==> config.mk <==
export PLATFORM = sky130hd
export DESIGN_NAME = sensor_packet_xor_parser_top_flat
export DESIGN_NICKNAME = d
export VERILOG_FILES = /design/src/hdl/spxp_pkg.sv /design/src/hdl/spxp_if.sv /design/src/hdl/spxp_parse.sv /design/src/hdl/sensor_packet_xor_parser_top.sv /design/src/flat_wrapper.sv
export SDC_FILE = /design/constraint.sdc
export NUM_CORES = 1
export LEC_CHECK = 0
export ABC_AREA = 1
export ABC_CLOCK_PERIOD_IN_PS = 4300
export BUFFER_PORTS_ARGS = -buffer_cell sky130_fd_sc_hd__clkbuf_2
export CAP_MARGIN = 20
export CELL_PAD_IN_SITES_DETAIL_PLACEMENT = 1
export CELL_PAD_IN_SITES_GLOBAL_PLACEMENT = 1
export CORE_MARGIN = 2
export CORE_UTILIZATION = 44
export CTS_CLUSTER_SIZE = 28
export DETAILED_ROUTE_END_ITERATION = 12
export HOLD_SLACK_MARGIN = 0.12
export PLACE_DENSITY = 0.82
export SKIP_CTS_REPAIR_TIMING = 1
export SYNTH_ARGS = -nofsm -noshare
export SYNTH_HDL_FRONTEND = slang
export SYNTH_HIERARCHICAL = 1
export SYNTH_SLANG_ARGS = --single-unit
==> constraint.sdc <==
create_clock -name i_clk -period 4.3 [get_ports i_clk]
set_input_delay 0.645 -clock i_clk [delete_from_list [all_inputs] [get_ports i_clk]]
set_output_delay 0.645 -clock i_clk [all_outputs]
set_load 0.1 [all_outputs]
==> src/hdl/spxp_pkg.sv <==
`timescale 1ns / 1ps
// Shared constants and types for the sensor packet XOR parser.
// No dependencies; used by spxp_parse, the top level and spxp_checker.
package spxp_pkg;

    localparam int PhaseW = 5;
    localparam int AccW   = 10;

    localparam logic [PhaseW-1:0] PH_N     = 5'd0;
    localparam logic [PhaseW-1:0] PH_ONE   = 5'd1;
    localparam logic [PhaseW-1:0] PH_COMMA = 5'd2;
    localparam logic [PhaseW-1:0] PH_KIND  = 5'd3;
    localparam logic [PhaseW-1:0] PH_T_EQ  = 5'd4;
    localparam logic [PhaseW-1:0] PH_TEMP  = 5'd5;
    localparam logic [PhaseW-1:0] PH_H     = 5'd6;
    localparam logic [PhaseW-1:0] PH_H_EQ  = 5'd7;
    localparam logic [PhaseW-1:0] PH_HUM   = 5'd8;
    localparam logic [PhaseW-1:0] PH_E_R1  = 5'd9;
    localparam logic [PhaseW-1:0] PH_E_R2  = 5'd10;
    localparam logic [PhaseW-1:0] PH_E_O   = 5'd11;
    localparam logic [PhaseW-1:0] PH_E_R3  = 5'd12;
    localparam logic [PhaseW-1:0] PH_E_EQ  = 5'd13;
    localparam logic [PhaseW-1:0] PH_ERR   = 5'd14;
    localparam logic [PhaseW-1:0] PH_C     = 5'd15;
    localparam logic [PhaseW-1:0] PH_C_EQ  = 5'd16;
    localparam logic [PhaseW-1:0] PH_CSUM  = 5'd17;
    localparam logic [PhaseW-1:0] PH_DONE  = 5'd18;

    localparam logic [1:0] KIND_NONE = 2'd0;
    localparam logic [1:0] KIND_DATA = 2'd1;
    localparam logic [1:0] KIND_ERR  = 2'd2;

    localparam logic [AccW-1:0] ACC_MAX  = 10'd1023;
    localparam logic [AccW-1:0] TEMP_MAX = 10'd99;
    localparam logic [AccW-1:0] HUM_MAX  = 10'd100;
    localparam logic [AccW-1:0] CSUM_MAX = 10'd255;
    localparam logic [AccW-1:0] CODE_MIN = 10'd1;
    localparam logic [AccW-1:0] CODE_MAX = 10'd6;

    localparam logic [7:0] CH_N     = 8'h4E;
    localparam logic [7:0] CH_ONE   = 8'h31;
    localparam logic [7:0] CH_COMMA = 8'h2C;
    localparam logic [7:0] CH_T     = 8'h54;
    localparam logic [7:0] CH_E     = 8'h45;
    localparam logic [7:0] CH_EQ    = 8'h3D;
    localparam logic [7:0] CH_H     = 8'h48;
    localparam logic [7:0] CH_R     = 8'h52;
    localparam logic [7:0] CH_O     = 8'h4F;
    localparam logic [7:0] CH_C     = 8'h43;
    localparam logic [7:0] CH_ZERO  = 8'h30;
    localparam logic [7:0] CH_NINE  = 8'h39;

    typedef struct packed {
        logic       en;
        logic [7:0] rx_byte;
        logic       packet_end;
    } t_step;

    typedef struct packed {
        logic [1:0] packet_kind;
        logic [6:0] temperature;
        logic [6:0] humidity;
        logic [2:0] error_code;
    } t_result;

endpackage

==> src/hdl/spxp_if.sv <==
`timescale 1ns / 1ps
// Valid/ready channel interfaces for the parser input bytes and results.
// Depends on nothing.
interface spxp_in_if;
    logic       valid;
    logic       ready;
    logic [7:0] rx_byte;
    logic       packet_end;

    modport source (output valid, output rx_byte, output packet_end, input ready);
    modport sink (input valid, input rx_byte, input packet_end, output ready);
endinterface

interface spxp_out_if;
    logic       valid;
    logic       ready;
    logic [1:0] packet_kind;
    logic [6:0] temperature;
    logic [6:0] humidity;
    logic [2:0] error_code;

    modport source (output valid, output packet_kind, output temperature,
                    output humidity, output error_code, input ready);
    modport sink (input valid, input packet_kind, input temperature,
                  input humidity, input error_code, output ready);
    modport mon (input valid, input packet_kind, input temperature,
                 input humidity, input error_code, input ready);
endinterface

==> src/hdl/spxp_parse.sv <==
`timescale 1ns / 1ps
// Packet parse state: phase, decimal accumulator, running XOR, held values.
// Depends on spxp_pkg. Gives the packet result for the beat being stepped.
module spxp_parse (
    input  logic             i_clk,
    input  logic             i_rst_n,
    input  spxp_pkg::t_step  i_step,
    output spxp_pkg::t_result o_result
);

    logic [spxp_pkg::PhaseW-1:0] r_phase, n_phase;
    logic [spxp_pkg::AccW-1:0]   r_acc, n_acc;
    logic                        r_seen, n_seen;
    logic [7:0]                  r_xor, n_xor;
    logic [1:0]                  r_fmt, n_fmt;
    logic                        r_fail, n_fail;
    logic [spxp_pkg::AccW-1:0]   r_first, n_first;
    logic [spxp_pkg::AccW-1:0]   r_second, n_second;

    logic [7:0]  w_b;
    logic        w_digit;
    logic        w_comma;
    logic [13:0] w_mac;
    logic [spxp_pkg::AccW-1:0] w_acc_next;
    logic        w_matched;
    logic        w_sum_ok;

    assign w_b     = i_step.rx_byte;
    assign w_digit = (w_b >= spxp_pkg::CH_ZERO) && (w_b <= spxp_pkg::CH_NINE);
    assign w_comma = (w_b == spxp_pkg::CH_COMMA);
    // acc * 10 + digit, saturated
    assign w_mac = {1'b0, r_acc, 3'b000} + {3'b000, r_acc, 1'b0} + {10'd0, w_b[3:0]};
    assign w_acc_next = (w_mac > {4'd0, spxp_pkg::ACC_MAX}) ? spxp_pkg::ACC_MAX
                                                            : w_mac[spxp_pkg::AccW-1:0];

    always_comb begin
        n_phase  = r_phase;
        n_acc    = r_acc;
        n_seen   = r_seen;
        n_xor    = r_xor;
        n_fmt    = r_fmt;
        n_fail   = r_fail;
        n_first  = r_first;
        n_second = r_second;
        o_result = '0;

        if (i_step.en && !r_fail) begin
            if ((r_phase < spxp_pkg::PH_C) &&
                !(((r_phase == spxp_pkg::PH_HUM) || (r_phase == spxp_pkg::PH_ERR)) && w_comma)) begin
                n_xor = r_xor ^ w_b;
            end
            unique case (r_phase)
                spxp_pkg::PH_N: begin
                    if (w_b == spxp_pkg::CH_N) n_phase = spxp_pkg::PH_ONE;
                    else n_fail = 1'b1;
                end
                spxp_pkg::PH_ONE: begin
                    if (w_b == spxp_pkg::CH_ONE) n_phase = spxp_pkg::PH_COMMA;
                    else n_fail = 1'b1;
                end
                spxp_pkg::PH_COMMA: begin
                    if (w_comma) n_phase = spxp_pkg::PH_KIND;
                    else n_fail = 1'b1;
                end
                spxp_pkg::PH_KIND: begin
                    if (w_b == spxp_pkg::CH_T) begin
                        n_fmt   = spxp_pkg::KIND_DATA;
                        n_phase = spxp_pkg::PH_T_EQ;
                    end else if (w_b == spxp_pkg::CH_E) begin
                        n_fmt   = spxp_pkg::KIND_ERR;
                        n_phase = spxp_pkg::PH_E_R1;
                    end else begin
                        n_fail = 1'b1;
                    end
                end
                spxp_pkg::PH_T_EQ: begin
                    if (w_b == spxp_pkg::CH_EQ) n_phase = spxp_pkg::PH_TEMP;
                    else n_fail = 1'b1;
                end
                spxp_pkg::PH_H: begin
                    if (w_b == spxp_pkg::CH_H) n_phase = spxp_pkg::PH_H_EQ;
                    else n_fail = 1'b1;
                end
                spxp_pkg::PH_H_EQ: begin
                    if (w_b == spxp_pkg::CH_EQ) n_phase = spxp_pkg::PH_HUM;
                    else n_fail = 1'b1;
                end
                spxp_pkg::PH_E_R1: begin
                    if (w_b == spxp_pkg::CH_R) n_phase = spxp_pkg::PH_E_R2;
                    else n_fail = 1'b1;
                end
                spxp_pkg::PH_E_R2: begin
                    if (w_b == spxp_pkg::CH_R) n_phase = spxp_pkg::PH_E_O;
                    else n_fail = 1'b1;
                end
                spxp_pkg::PH_E_O: begin
                    if (w_b == spxp_pkg::CH_O) n_phase = spxp_pkg::PH_E_R3;
                    else n_fail = 1'b1;
                end
                spxp_pkg::PH_E_R3: begin
                    if (w_b == spxp_pkg::CH_R) n_phase = spxp_pkg::PH_E_EQ;
                    else n_fail = 1'b1;
                end
                spxp_pkg::PH_E_EQ: begin
                    if (w_b == spxp_pkg::CH_EQ) n_phase = spxp_pkg::PH_ERR;
                    else n_fail = 1'b1;
                end
                spxp_pkg::PH_TEMP, spxp_pkg::PH_HUM, spxp_pkg::PH_ERR: begin
                    if (w_digit) begin
                        n_acc  = w_acc_next;
                        n_seen = 1'b1;
                    end else if (w_comma && r_seen) begin
                        if (r_phase == spxp_pkg::PH_HUM) n_second = r_acc;
                        else n_first = r_acc;
                        n_acc   = '0;
                        n_seen  = 1'b0;
                        n_phase = (r_phase == spxp_pkg::PH_TEMP) ? spxp_pkg::PH_H
                                                                 : spxp_pkg::PH_C;
                    end else begin
                        n_fail = 1'b1;
                    end
                end
                spxp_pkg::PH_C: begin
                    if (w_b == spxp_pkg::CH_C) n_phase = spxp_pkg::PH_C_EQ;
                    else n_fail = 1'b1;
                end
                spxp_pkg::PH_C_EQ: begin
                    if (w_b == spxp_pkg::CH_EQ) n_phase = spxp_pkg::PH_CSUM;
                    else n_fail = 1'b1;
                end
                spxp_pkg::PH_CSUM: begin
                    if (w_digit) begin
                        n_acc  = w_acc_next;
                        n_seen = 1'b1;
                    end else if (r_seen) begin
                        n_phase = spxp_pkg::PH_DONE;
                    end else begin
                        n_fail = 1'b1;
                    end
                end
                default: begin
                end
            endcase
        end

        w_matched = !n_fail && ((n_phase == spxp_pkg::PH_DONE) ||
                                ((n_phase == spxp_pkg::PH_CSUM) && n_seen));
        w_sum_ok  = (n_acc <= spxp_pkg::CSUM_MAX) && (n_acc[7:0] == n_xor);

        if (w_matched && w_sum_ok) begin
            if (n_fmt == spxp_pkg::KIND_DATA) begin
                if ((n_first <= spxp_pkg::TEMP_MAX) && (n_second <= spxp_pkg::HUM_MAX)) begin
                    o_result.packet_kind = spxp_pkg::KIND_DATA;
                    o_result.temperature = n_first[6:0];
                    o_result.humidity    = n_second[6:0];
                end
            end else if (n_fmt == spxp_pkg::KIND_ERR) begin
                if ((n_first >= spxp_pkg::CODE_MIN) && (n_first <= spxp_pkg::CODE_MAX)) begin
                    o_result.packet_kind = spxp_pkg::KIND_ERR;
                    o_result.error_code  = n_first[2:0];
                end
            end
        end

        // end of packet: back to start
        if (i_step.en && i_step.packet_end) begin
            n_phase  = spxp_pkg::PH_N;
            n_acc    = '0;
            n_seen   = 1'b0;
            n_xor    = '0;
            n_fmt    = spxp_pkg::KIND_NONE;
            n_fail   = 1'b0;
            n_first  = '0;
            n_second = '0;
        end
    end

    always_ff @(posedge i_clk) begin
        if (!i_rst_n) begin
            r_phase  <= spxp_pkg::PH_N;
            r_acc    <= '0;
            r_seen   <= 1'b0;
            r_xor    <= '0;
            r_fmt    <= spxp_pkg::KIND_NONE;
            r_fail   <= 1'b0;
            r_first  <= '0;
            r_second <= '0;
        end else begin
            r_phase  <= n_phase;
            r_acc    <= n_acc;
            r_seen   <= n_seen;
            r_xor    <= n_xor;
            r_fmt    <= n_fmt;
            r_fail   <= n_fail;
            r_first  <= n_first;
            r_second <= n_second;
        end
    end

endmodule

==> src/hdl/sensor_packet_xor_parser_top.sv <==
`timescale 1ns / 1ps
// Top level of the sensor packet XOR parser: input beat register, parser, result register.
// Depends on spxp_pkg, spxp_if and spxp_parse.
//
//  channel | dir | fields                                            | meaning
//  i_rx    | in  | rx_byte[7:0], packet_end                           | packet bytes
//  o_res   | out | packet_kind[1:0], temperature[6:0], humidity[6:0], | one result per packet
//          |     | error_code[2:0]                                    |
//
// One beat per cycle unless o_res stalls; each result is registered after its last beat.
// The input register and the result register advance together whenever the result
// register is empty or being taken, so a stall on o_res holds i_rx.ready low.
// Synchronous active-low reset returns the parser to the start of a packet.
module sensor_packet_xor_parser_top (
    input  logic       i_clk,
    input  logic       i_rst_n,
    spxp_in_if.sink    i_rx,
    spxp_out_if.source o_res
);

    logic                r_in_valid;
    logic [7:0]          r_in_byte;
    logic                r_in_end;
    logic                r_out_valid;
    spxp_pkg::t_result   r_out;
    logic                w_adv;
    spxp_pkg::t_step     w_step;
    spxp_pkg::t_result   w_result;

    assign w_adv = !r_out_valid || o_res.ready;
    assign i_rx.ready = w_adv;

    assign w_step.en         = r_in_valid && w_adv;
    assign w_step.rx_byte    = r_in_byte;
    assign w_step.packet_end = r_in_end;

    spxp_parse u_parse (
        .i_clk    (i_clk),
        .i_rst_n  (i_rst_n),
        .i_step   (w_step),
        .o_result (w_result)
    );

    always_ff @(posedge i_clk) begin
        if (!i_rst_n) begin
            r_in_valid  <= 1'b0;
            r_out_valid <= 1'b0;
        end else if (w_adv) begin
            r_in_valid  <= i_rx.valid;
            r_out_valid <= r_in_valid && r_in_end;
        end
    end

    always_ff @(posedge i_clk) begin
        if (w_adv) begin
            r_in_byte <= i_rx.rx_byte;
            r_in_end  <= i_rx.packet_end;
            r_out     <= w_result;
        end
    end

    assign o_res.valid       = r_out_valid;
    assign o_res.packet_kind = r_out.packet_kind;
    assign o_res.temperature = r_out.temperature;
    assign o_res.humidity    = r_out.humidity;
    assign o_res.error_code  = r_out.error_code;

endmodule

==> src/flat_wrapper.sv <==
// flat-port wrapper written by rule: the top's interface ports become plain ports
module sensor_packet_xor_parser_top_flat 
  (i_clk, i_rst_n, i_rx_valid, i_rx_rx_byte, i_rx_packet_end, i_rx_ready, o_res_valid, o_res_packet_kind, o_res_temperature, o_res_humidity, o_res_error_code, o_res_ready);
  spxp_in_if i_rx_i ();
  spxp_out_if o_res_i ();
  input  logic i_clk;
  input  logic i_rst_n;
  input wire logic [$bits(i_rx_i.valid)-1:0] i_rx_valid;
  input wire logic [$bits(i_rx_i.rx_byte)-1:0] i_rx_rx_byte;
  input wire logic [$bits(i_rx_i.packet_end)-1:0] i_rx_packet_end;
  output wire logic [$bits(i_rx_i.ready)-1:0] i_rx_ready;
  output wire logic [$bits(o_res_i.valid)-1:0] o_res_valid;
  output wire logic [$bits(o_res_i.packet_kind)-1:0] o_res_packet_kind;
  output wire logic [$bits(o_res_i.temperature)-1:0] o_res_temperature;
  output wire logic [$bits(o_res_i.humidity)-1:0] o_res_humidity;
  output wire logic [$bits(o_res_i.error_code)-1:0] o_res_error_code;
  input wire logic [$bits(o_res_i.ready)-1:0] o_res_ready;
  assign i_rx_i.valid = i_rx_valid;
  assign i_rx_i.rx_byte = i_rx_rx_byte;
  assign i_rx_i.packet_end = i_rx_packet_end;
  assign i_rx_ready = i_rx_i.ready;
  assign o_res_valid = o_res_i.valid;
  assign o_res_packet_kind = o_res_i.packet_kind;
  assign o_res_temperature = o_res_i.temperature;
  assign o_res_humidity = o_res_i.humidity;
  assign o_res_error_code = o_res_i.error_code;
  assign o_res_i.ready = o_res_ready;
  sensor_packet_xor_parser_top u_core (.i_clk(i_clk), .i_rst_n(i_rst_n), .i_rx(i_rx_i), .o_res(o_res_i));
endmodule
* Word level (Yosys, flattened, before mapping)
Index checks and enable logic that the tools add are counted.
Word-level totals: bits of input ports 13, latch bits 0, memories kept 0, memory bits (read-only) 0, flip-flop bits (word level) 77, RAM bits 0
Operators by class: add/subtract/negate cells 2, multiplexer cells 69, order comparisons 9, divide/modulo/power cells 0, reductions and logical operators 28, equality and inequality tests 32, bitwise logic cells 5, $mul 0, shift-type cells 0
Operator list (number):
- 10-bit two-way mux | 15
- 5-bit two-way mux | 20
- 5-bit case mux with 16 select lines | 1
- 8-bit by 7-bit == test with 1-bit output, second input constant | 7
- 5-bit by 4-bit == test with 1-bit output, second input constant | 8
- 8-bit by 6-bit == test with 1-bit output, second input constant | 3
- 5-bit by 3-bit == test with 1-bit output, second input constant | 4
- 5-bit == test, second input constant | 4
- 10-bit by 7-bit <= comparator with 1-bit output, second input constant | 2
- 10-bit case mux with 2 select lines | 1
- 1-bit two-way mux | 19
- 8-bit two-way mux | 2
- 15-bit two-way mux | 1
- 13-bit by 11-bit adder with 14-bit output | 1
- 14-bit by 4-bit adder with 14-bit output | 1
- 14-bit by 10-bit greater-than comparator with 1-bit output, second input constant | 1
- 1-bit logical AND | 14
- 2-bit two-way mux | 7
- 1-bit case mux with 11 select lines | 1
- 5-bit by 2-bit == test with 1-bit output, second input constant | 2
- 10-bit by 1-bit >= comparator with 1-bit output, second input constant | 1
- 10-bit by 3-bit <= comparator with 1-bit output, second input constant | 1
- 10-bit by 8-bit <= comparator with 1-bit output, second input constant | 1
- 8-bit == test | 1
- 17 further kinds | 27

* Longest topological paths before layout
Gate-level depths: netlist of the first run.
word-level depth 13, mapped depth 24, gate-level depth less buffers 23

* Cells and area by module
Netlist of the first run, hierarchy kept.
By module, submodules not included:
- spxp_parse | sequential area each 940.9 um^2, cells an instance 698, area each 4161.5 um^2, times used 1
- sensor_packet_xor_parser_top | sequential area each 880.8 um^2, cells an instance 42, area each 933.4 um^2, times used 1

* Least setup slack after synthesis of the first run
OpenSTA, ideal clock, no wires.
path type flip-flop to flip-flop, start point reg u_core.r_in_byte[3], end point reg u_core.r_out (netlist bit u_core/o_res.temperature[2]), data pin, clock period less this slack 3.266 ns, arrival time 3.130 ns, buffers on the path 1, stages on the path, launching flop included 21, slack 1.034 ns, data required time 4.165 ns, library setup time 0.135 ns, cell sequence edfxtp_1 > fa_1 > fa_1 > nand2_1 > nand3_1 > nand3_1 > nand3b_1 > nand2_1 > nand2_1 > inv_1 > nand2_1 > o21ai_1 > nand3_1 > nand2_1 > nand2_1 > nor2_1 > nand2_1 > nor2_4 > nand2_4 > buf_12 > nor2_4
On the way: cells in the longest elaborated chain, start to end 12, elaborated cells on any way between the ends 95
RTL lines:
- start, declared | line sensor_packet_xor_parser_top.sv:22 | logic [7:0] r_in_byte;
- start signal, assigned | line sensor_packet_xor_parser_top.sv:56 | r_in_byte <= i_rx.rx_byte;
- branches (longest 12 deep; another with 14-bit by 4-bit adder with 14-bit output)
- end signal, assigned | line sensor_packet_xor_parser_top.sv:58 | r_out <= w_result;
- end, declared | line sensor_packet_xor_parser_top.sv:25 | spxp_pkg::t_result r_out;
Several ways; the timed one is not identified. A chain may end at the register's enable or synchronous reset.

* Worst setup path in the final report of the first run
start point reg u_core.r_in_byte[3], end point reg u_core.r_out (netlist bit u_core/o_res.humidity[4]), data pin
The elaborated chain is that of the path after synthesis.

==> results of run 1 <==
==> logic make-up after synthesis <==
| group | after synthesis | share of synthesized area |
|---|---|---|
| xor+xnor | 13 | 0.0223 |
| fa+ha+maj | 21 | 0.0545 |
| compound gates | 58 | 0.0612 |
| flops | 77 | 0.358 |
| simple gates | 465 | 0.411 |
| mux | 6 | 0.0118 |
| buf+inv | 100 | 0.0818 |
==> state kept, by name, indices dropped and copies added (netlist names), 5 cells and up <==
name	cells
u_core/o_res.temperature	7
u_core/u_parse/r_phase	5
u_core/r_in_byte	8
u_core/u_parse/r_first	10
u_core/u_parse/r_acc	10
u_core/o_res.humidity	7
u_core/u_parse/r_second	10
u_core/u_parse/r_xor	8
==> layout make-up <==
type                            count  share of cell area
Tap cell                          143              0.0312
Sequential cell                    77               0.318
Clock buffer                       10              0.0399
Multi-Input combinational cell    563               0.498
Inverter                           88              0.0585
Clock inverter                      6              0.0196
Timing Repair Buffer               38              0.0353
==> final timing paths <==
kind                                  start  cells after the start                                  to  slack, ns
max           u_core/r_in_byte[3]$_DFFE_PP_                     19  u_core/o_res.humidity[4]$_DFFE_PP_       0.43
min          u_core/r_in_valid$_SDFFE_PN0P_                      2     u_core/o_res.valid$_SDFFE_PN0P_       0.48
max reg2reg   u_core/r_in_byte[3]$_DFFE_PP_                     19  u_core/o_res.humidity[4]$_DFFE_PP_       0.43
min reg2reg  u_core/r_in_valid$_SDFFE_PN0P_                      2     u_core/o_res.valid$_SDFFE_PN0P_       0.48
==> synth_stat cells, drive strengths merged <==
cell and n:
nand2 215, nor2 160, inv 87, nand3 64, dfxtp 49, a21oi 35
edfxtp 28, ha 19, o21ai 18, xor2 10, nand4 9, nor3 9
buf 7, mux2i 6, clkbuf 5, nand3b 4, xnor2 3, fa 2
o21a 2, a21boi 1, and2 1, and3 1, clkinv 1, nor4 1
o21bai 1, o22a 1, or2 1
==> metal layers <==
layer / global-route usage / vias to the layer above
li1: - / 2425
met1: 0.340 / 2381
met2: 0.458 / 108
met3: 0.0457 / 40
met4: 0.111 / 0
met5: 0 / -
==> report_power, final <==
group          internal (mW)  switching [mW]
combinational         0.0746           0.206
sequential             0.774          0.0226
clock                  0.568           0.299
==> per-stage QoR <==
stage               setup WS, ns  utilization  instance area, um^2
floorplan                   1.03            -                 5090
global placement           0.672        0.475                 5400
detailed placement         0.496        0.475                 5400
CTS                        0.443        0.505                 5740
global route               0.108        0.505                 5740
finish                     0.426        0.505                 5740
==> critical path, delay by kind of cell, from the launching register on <==
kind | cells | cell delay (ns)
DFF | 1 | 0.52
buffers and inverters | 1 | 0.15
and+or+nand+nor | 15 | 1.69
AOI/OAI and AO/OA | 1 | 0.25
adders and majority gates | 2 | 1.09
==> qor.log, run 1 <==
INFO  drt            m1WireLength=7.07mm
INFO  clock_tree     cts.htree.levels=3
INFO  global_route   grt_overflow=0
INFO  drt            wl_met2=7.72mm
INFO  cells_and_area post_layout_nonfiller_instances=925
INFO  cells_and_area layout.area.seq=0.00182mm^2
INFO  place          globalplace.congestion=0.975
INFO  run_status     result_of_the_run=completed
INFO  global_route   grt_start_max_net_pins=48
INFO  drt            totalWireLength=16.1mm
INFO  global_route   grt_pass1_wl=26.5mm
INFO  clock_tree     cts_made_buffers=9
INFO  clock_tree     clockBufferDepth=2
INFO  cells_and_area post_route_cells_drive_above_1_share=0.132
INFO  clock_tree     clk_transition_reported_paths=0.06ns
INFO  synth          seq_area_frac_synth=0.358
INFO  pwr            power_density_over_the_cells=339mW/mm^2
INFO  synth          synth_cell_types=42
INFO  drt            wl_per_cell=17.4um
INFO  place          io_buffer_count=33
INFO  cells_and_area layout.cells.most_common_list=205 x sky130_fd_sc_hd__nand2_1, 139 x sky130_fd_sc_hd__nor2_1, 76 x sky130_fd_sc_hd__inv_1
INFO  clock_tree     root_buffer_master=sky130_fd_sc_hd__clkbuf_16
INFO  synth          syn-cell-area=0.00509mm^2
INFO  cells_and_area area_growth_syn_to_layout=12.6%
INFO  drt            via_per_inst=5.36
INFO  timing         worst_clock_skew=0.00954ns
INFO  drt            route.vias.total=4954
INFO  timing         worstMarginPinSlew=0.568ns
INFO  place          place.detailed.instances=909
INFO  timing         clock_period_minus_final_worst_setup_slack=3.87ns
INFO  clock_tree     clock_latency=0.34ns
INFO  floorplanning  die_x=112um
INFO  cells_and_area n_antenna_cell=0
INFO  clock_tree     tritoncts=built
INFO  pwr            power.total=1.94mW
INFO  setup_path     worstPathMaxFanout=15
INFO  floorplanning  pin_count=34
INFO  global_route   antenna_violations_before_repair=0
INFO  setup_path     type_of_origin_of_the_critical_path=register
INFO  timing         grt_setup_unrepaired=no
INFO  place          dpl.hpwl=12.7mm
INFO  setup_path     worst-endpoint-required=4.47ns
INFO  drt            pre_repair_dr_iteration_count=4
INFO  setup_path     cpPeakStageDelay=0.58ns
INFO  drt            drt.antenna.violating_nets=0
INFO  timing         max_freq=258MHz
INFO  timing         final_min_period_over_clock_period=0.901
INFO  hold_path      timing.hold.worst.class=reg2reg
INFO  floorplanning  row_count=39
INFO  pwr            p_leak=3.00nW
INFO  synth          synth_area_per_cell=6.88um^2
INFO  synth          netlist_instances=740
INFO  floorplanning  die-height=112um
INFO  timing         hold_viol_final=0
INFO  timing         relSlewSlack=0.623
INFO  setup_path     crit_top_cell=sky130_fd_sc_hd__nand2_1
INFO  pwr            vdd.ir_drop.worst=0.348mV
INFO  synth          yosysWarnings=6
INFO  timing         hold_slack=0.482ns
INFO  synth          synth_largest_type_area_fraction=0.193
INFO  timing         timing.setup.tns=0ns
INFO  setup_path     crit_path_top_delay_cell=sky130_fd_sc_hd__fa_1
INFO  drt            drc=0
INFO  job            cap_violations=0
INFO  setup_path     worst_setup_path_end_kind=register
INFO  setup_path     criticalPathCategory=reg2reg
INFO  synth          synth_top_cell_by_area=sky130_fd_sc_hd__dfxtp_1
INFO  synth          yosys-top-cells-area=sky130_fd_sc_hd__dfxtp_1 19%, sky130_fd_sc_hd__edfxtp_1 17%, sky130_fd_sc_hd__nand2_1 15%, sky130_fd_sc_hd__nor2_1 10%, sky130_fd_sc_hd__nand3_1 6.0%
INFO  floorplanning  core_area=0.0114mm^2
INFO  synth          postSynthRegisterBits=77
INFO  setup_path     cp_cell_sequence=fa_1 > fa_1 > nand2_1 > nand3_1 > nand3_1 > nand3b_1 > nand2_1 > nand2_1 > inv_1 > nand2_1 > o21ai_1 > nand3_1 > nand2_1 > nand2_1 > nor2_1 > nand2_1 > nor2_4 > nand2_4 > nor2_1
INFO  setup_path     critPathArrivalTime=4.05ns
INFO  cells_and_area fillerInstances=1502
INFO  cells_and_area final_common_cell=sky130_fd_sc_hd__nand2_1
INFO  timing         slew_violations=0
INFO  floorplanning  fp.dieArea=0.0125mm^2
INFO  synth          synth.net_count=774
INFO  drt            first_iter_violations=246
INFO  timing         setup_viol=0
INFO  clock_tree     clock_sinks=77
INFO  cells_and_area multiInputGateArea=0.00286mm^2
INFO  floorplanning  floorplan.initialDensity=0.448
INFO  cells_and_area total_nets_final=811
INFO  global_route   number_of_global_route_vias_before_repair=5272
INFO  drt            top_layer_in_use=met4
INFO  drt            met3_length=695um
INFO  global_route   grtUsageTotal=0.269
(Power assumes the default switching activity.)
==> inputs of run 2 (changes only) <==
--- a/config.mk
+++ b/config.mk
@@ -5,14 +5,13 @@
 export SDC_FILE = /design/constraint.sdc
 export NUM_CORES = 1
 export LEC_CHECK = 0
-export ABC_AREA = 1
 export ABC_CLOCK_PERIOD_IN_PS = 4300
 export BUFFER_PORTS_ARGS = -buffer_cell sky130_fd_sc_hd__clkbuf_2
 export CAP_MARGIN = 20
 export CELL_PAD_IN_SITES_DETAIL_PLACEMENT = 1
 export CELL_PAD_IN_SITES_GLOBAL_PLACEMENT = 1
 export CORE_MARGIN = 2
-export CORE_UTILIZATION = 44
+export CORE_UTILIZATION = 47
 export CTS_CLUSTER_SIZE = 28
 export DETAILED_ROUTE_END_ITERATION = 12
 export HOLD_SLACK_MARGIN = 0.12
==> qor.log, run 2 <==
INFO  pwr            power.total=1.80mW
INFO  place          io_buffer_count=33
INFO  synth          synth-edff-count=28
INFO  synth          postSynth.topFlopCell=sky130_fd_sc_hd__dfxtp_1
INFO  global_route   grtUsageTotal=0.322
INFO  floorplanning  die_x=112um
INFO  global_route   grt_overflow=0
INFO  hold_path      min_path_cells=1
INFO  pwr            vdd.ir_drop.worst=0.267mV
INFO  synth          synth.cells.most_frequent=58 x sky130_fd_sc_hd__nor2_1, 49 x sky130_fd_sc_hd__dfxtp_1, 45 x sky130_fd_sc_hd__nand2_1
INFO  timing         slew_violations=0
INFO  drt            via_per_inst=6.73
INFO  synth          synth_cell_types=91
INFO  cells_and_area fillerInstances=1321
INFO  setup_path     type_of_origin_of_the_critical_path=register
INFO  global_route   grt_start_max_net_pins=32
INFO  floorplanning  core_area=0.0114mm^2
INFO  drt            route.vias.total=5487
INFO  cells_and_area total_nets_final=701
INFO  synth          synth.net_count=653
INFO  clock_tree     clockBufferDepth=2
INFO  place          placement.cell_area=0.00581mm^2
INFO  synth          postSynthRegisterBits=77
INFO  job            cap_violations=0
INFO  place          place_ws=-0.112ns
INFO  cells_and_area fin_area=0.00636mm^2
INFO  cells_and_area post_route_cells_drive_above_1_share=0.199
INFO  pwr            power_density_over_the_cells=283mW/mm^2
INFO  synth          synth_largest_type_area_fraction=0.181
INFO  setup_path     worst_setup_path_end_kind=register
INFO  synth          synth_area_per_cell=8.78um^2
INFO  cells_and_area top_regs=u_core/u_parse/r_acc: 10 flops, u_core/u_parse/r_first: 10 flops, u_core/u_parse/r_second: 10 flops
INFO  synth          syn-cell-area=0.00543mm^2
INFO  clock_tree     cts_made_buffers=9
INFO  hold_path      hold_path.startpoint=i_rx_rx_byte[7]
INFO  synth          yosysWarnings=6
INFO  clock_tree     clock_sinks=77
INFO  synth          seq_area_frac_synth=0.335
INFO  floorplanning  fp.dieArea=0.0124mm^2
INFO  cells_and_area n_antenna_cell=0
INFO  cells_and_area final_common_cell=sky130_fd_sc_hd__nor2_1
INFO  drt            drc=0
INFO  cells_and_area post-route-util=0.560
INFO  global_route   grt_pass1_wl=31.0mm
INFO  setup_path     timing.reg2reg.setup_slack=0.10ns
INFO  synth          ys_async_sr_fraction=0
INFO  timing         final_min_period_over_clock_period=0.976
INFO  place          dpl.hpwl=14.8mm
INFO  floorplanning  die-height=112um
INFO  setup_path     worst-r2r-cell-count=12
INFO  clock_tree     tritoncts=built
INFO  cells_and_area layout.area.seq=0.00182mm^2
INFO  floorplanning  floorplan.initialDensity=0.478
INFO  cells_and_area area_growth_syn_to_layout=17.1%
INFO  timing         relSlewSlack=0.339
INFO  clock_tree     clock_latency=0.35ns
INFO  cells_and_area multiInputGateArea=0.00351mm^2
INFO  timing         clock_period_minus_final_worst_setup_slack=4.20ns
INFO  global_route   antenna_violations_before_repair=0
INFO  setup_path     worstPathMaxFanout=9
INFO  synth          synth_top_cell_by_area=sky130_fd_sc_hd__dfxtp_1
INFO  drt            totalWireLength=20.7mm
INFO  floorplanning  row_count=39
INFO  synth          netlist_instances=619
INFO  timing         hold_viol_final=0
INFO  clock_tree     root_buffer_master=sky130_fd_sc_hd__clkbuf_16
INFO  run_status     result_of_the_run=completed
INFO  setup_path     regToRegStartpoint=u_core/u_parse/r_acc[3]$_SDFF_PP0_
INFO  setup_path     worstReg2RegEnd=u_core/o_res.humidity[2]$_DFFE_PP_
INFO  clock_tree     cts.htree.levels=3
INFO  setup_path     worst-endpoint-required=4.48ns
INFO  global_route   number_of_global_route_vias_before_repair=5524
INFO  setup_path     criticalPathCategory=reg2reg
INFO  synth          yosys-top-cells-area=sky130_fd_sc_hd__dfxtp_1 18%, sky130_fd_sc_hd__edfxtp_1 15%, sky130_fd_sc_hd__ha_1 4.4%, sky130_fd_sc_hd__nor2_1 4.0%, sky130_fd_sc_hd__mux2i_1 3.7%
INFO  drt            drt.antenna.violating_nets=0
INFO  floorplanning  pin_count=34
INFO  timing         worst_clock_skew=0.0117ns
INFO  timing         hold_slack=0.480ns
INFO  cells_and_area layout.cells.most_common_list=58 x sky130_fd_sc_hd__nor2_1, 48 x sky130_fd_sc_hd__dfxtp_1, 45 x sky130_fd_sc_hd__nand2_1
INFO  drt            pre_repair_dr_iteration_count=5
INFO  drt            wl_per_cell=25.4um
INFO  timing         worstMarginPinSlew=0.990ns
INFO  clock_tree     clk_transition_reported_paths=0.07ns
INFO  hold_path      timing.hold.worst.class=in2reg
INFO  hold_path      worstHoldEndpoint=u_core/r_in_byte[7]$_DFFE_PP_
INFO  synth          synthMostInstantiatedCell=sky130_fd_sc_hd__nor2_1
INFO  drt            first_iter_violations=549
INFO  place          globalplace.congestion=1.05
INFO  timing         final_critical_path_setup_slack=0.102ns
INFO  pwr            p_leak=2.38nW
INFO  setup_path     critPathArrivalTime=4.37ns
INFO  timing         max_freq=238MHz
INFO  timing         setup_viol=0
## run 2: layer usage
layer / share of wire / vias to the layer above / GRT usage / wire [um]
li1: - / 2459 / - / -
met1: 0.41 / 2731 / 0.416 / 8520
met2: 0.48 / 239 / 0.538 / 9960
met3: 0.074 / 58 / 0.0550 / 1540
met4: 0.034 / 0 / 0.129 / 714
met5: 0 / - / 0 / 0
## run 2: stage by stage
step / instances / setup TNS (ns)
floorplan: 619 / 0
global placement: 792 / 0
detailed placement: 792 / -0.344
CTS: 808 / -0.745
global route: 815 / -0.510
finish: 815 / 0
## run 2: where the power goes
part	switching [mW]	total, mW	leakage, nW	internal, mW
registers	0.0185	0.788	0.721	0.769
logic	0.137	0.197	1.51	0.0598
clock network	0.326	0.818	0.157	0.492
total	0.482	1.80	2.38	1.32
## run 2: worst max path at each step
stage,start,to,slack [ns],cells past startpoint
after floorplan,u_core/o_res.valid$_SDFFE_PN0P_,u_core/o_res.temperature[2]$_DFFE_PP_,0.09,12
after global placement,u_core/r_in_byte[3]$_DFFE_PP_,u_core/o_res.humidity[6]$_DFFE_PP_,0.14,12
after detailed placement,u_core/r_in_byte[3]$_DFFE_PP_,u_core/o_res.temperature[0]$_DFFE_PP_,-0.11,12
after CTS,u_core/r_in_byte[3]$_DFFE_PP_,u_core/o_res.temperature[0]$_DFFE_PP_,-0.13,12
after global routing,u_core/u_parse/r_acc[3]$_SDFF_PP0_,u_core/o_res.temperature[2]$_DFFE_PP_,-0.06,12
final,u_core/u_parse/r_acc[3]$_SDFF_PP0_,u_core/o_res.humidity[2]$_DFFE_PP_,0.10,12
## run 2: worst max-delay path, cell delays in order, from the launching register on
cell	delay, ns
sky130_fd_sc_hd__dfxtp_1	0.59
sky130_fd_sc_hd__ha_1	0.33
sky130_fd_sc_hd__ha_1	0.39
sky130_fd_sc_hd__a211oi_4	0.37
sky130_fd_sc_hd__nor3_2	0.11
sky130_fd_sc_hd__or3_4	0.39
sky130_fd_sc_hd__a221oi_4	0.34
sky130_fd_sc_hd__nand2_2	0.11
sky130_fd_sc_hd__or3_1	0.37
sky130_fd_sc_hd__a32oi_2	0.27
sky130_fd_sc_hd__nand4_4	0.22
sky130_fd_sc_hd__clkbuf_16	0.25
sky130_fd_sc_hd__nor4_4	0.27
## run 2: cells by family after synthesis
family | Yosys count | share of synthesized area
compound gates | 156 | 0.200
xor+xnor | 19 | 0.0306
fa+ha+maj | 21 | 0.0511
buf+inv | 44 | 0.0431
flops | 77 | 0.335
mux | 22 | 0.0410
simple gates | 280 | 0.299
## run 2: area by class of cell
cell class | instances | area share
clock inverters | 5 | 0.0102
clock buffers | 11 | 0.0399
inverters | 12 | 0.00708
flip-flops and latches | 77 | 0.287
well taps | 143 | 0.0281
repair buffers | 69 | 0.0765
multi-input cells | 498 | 0.552
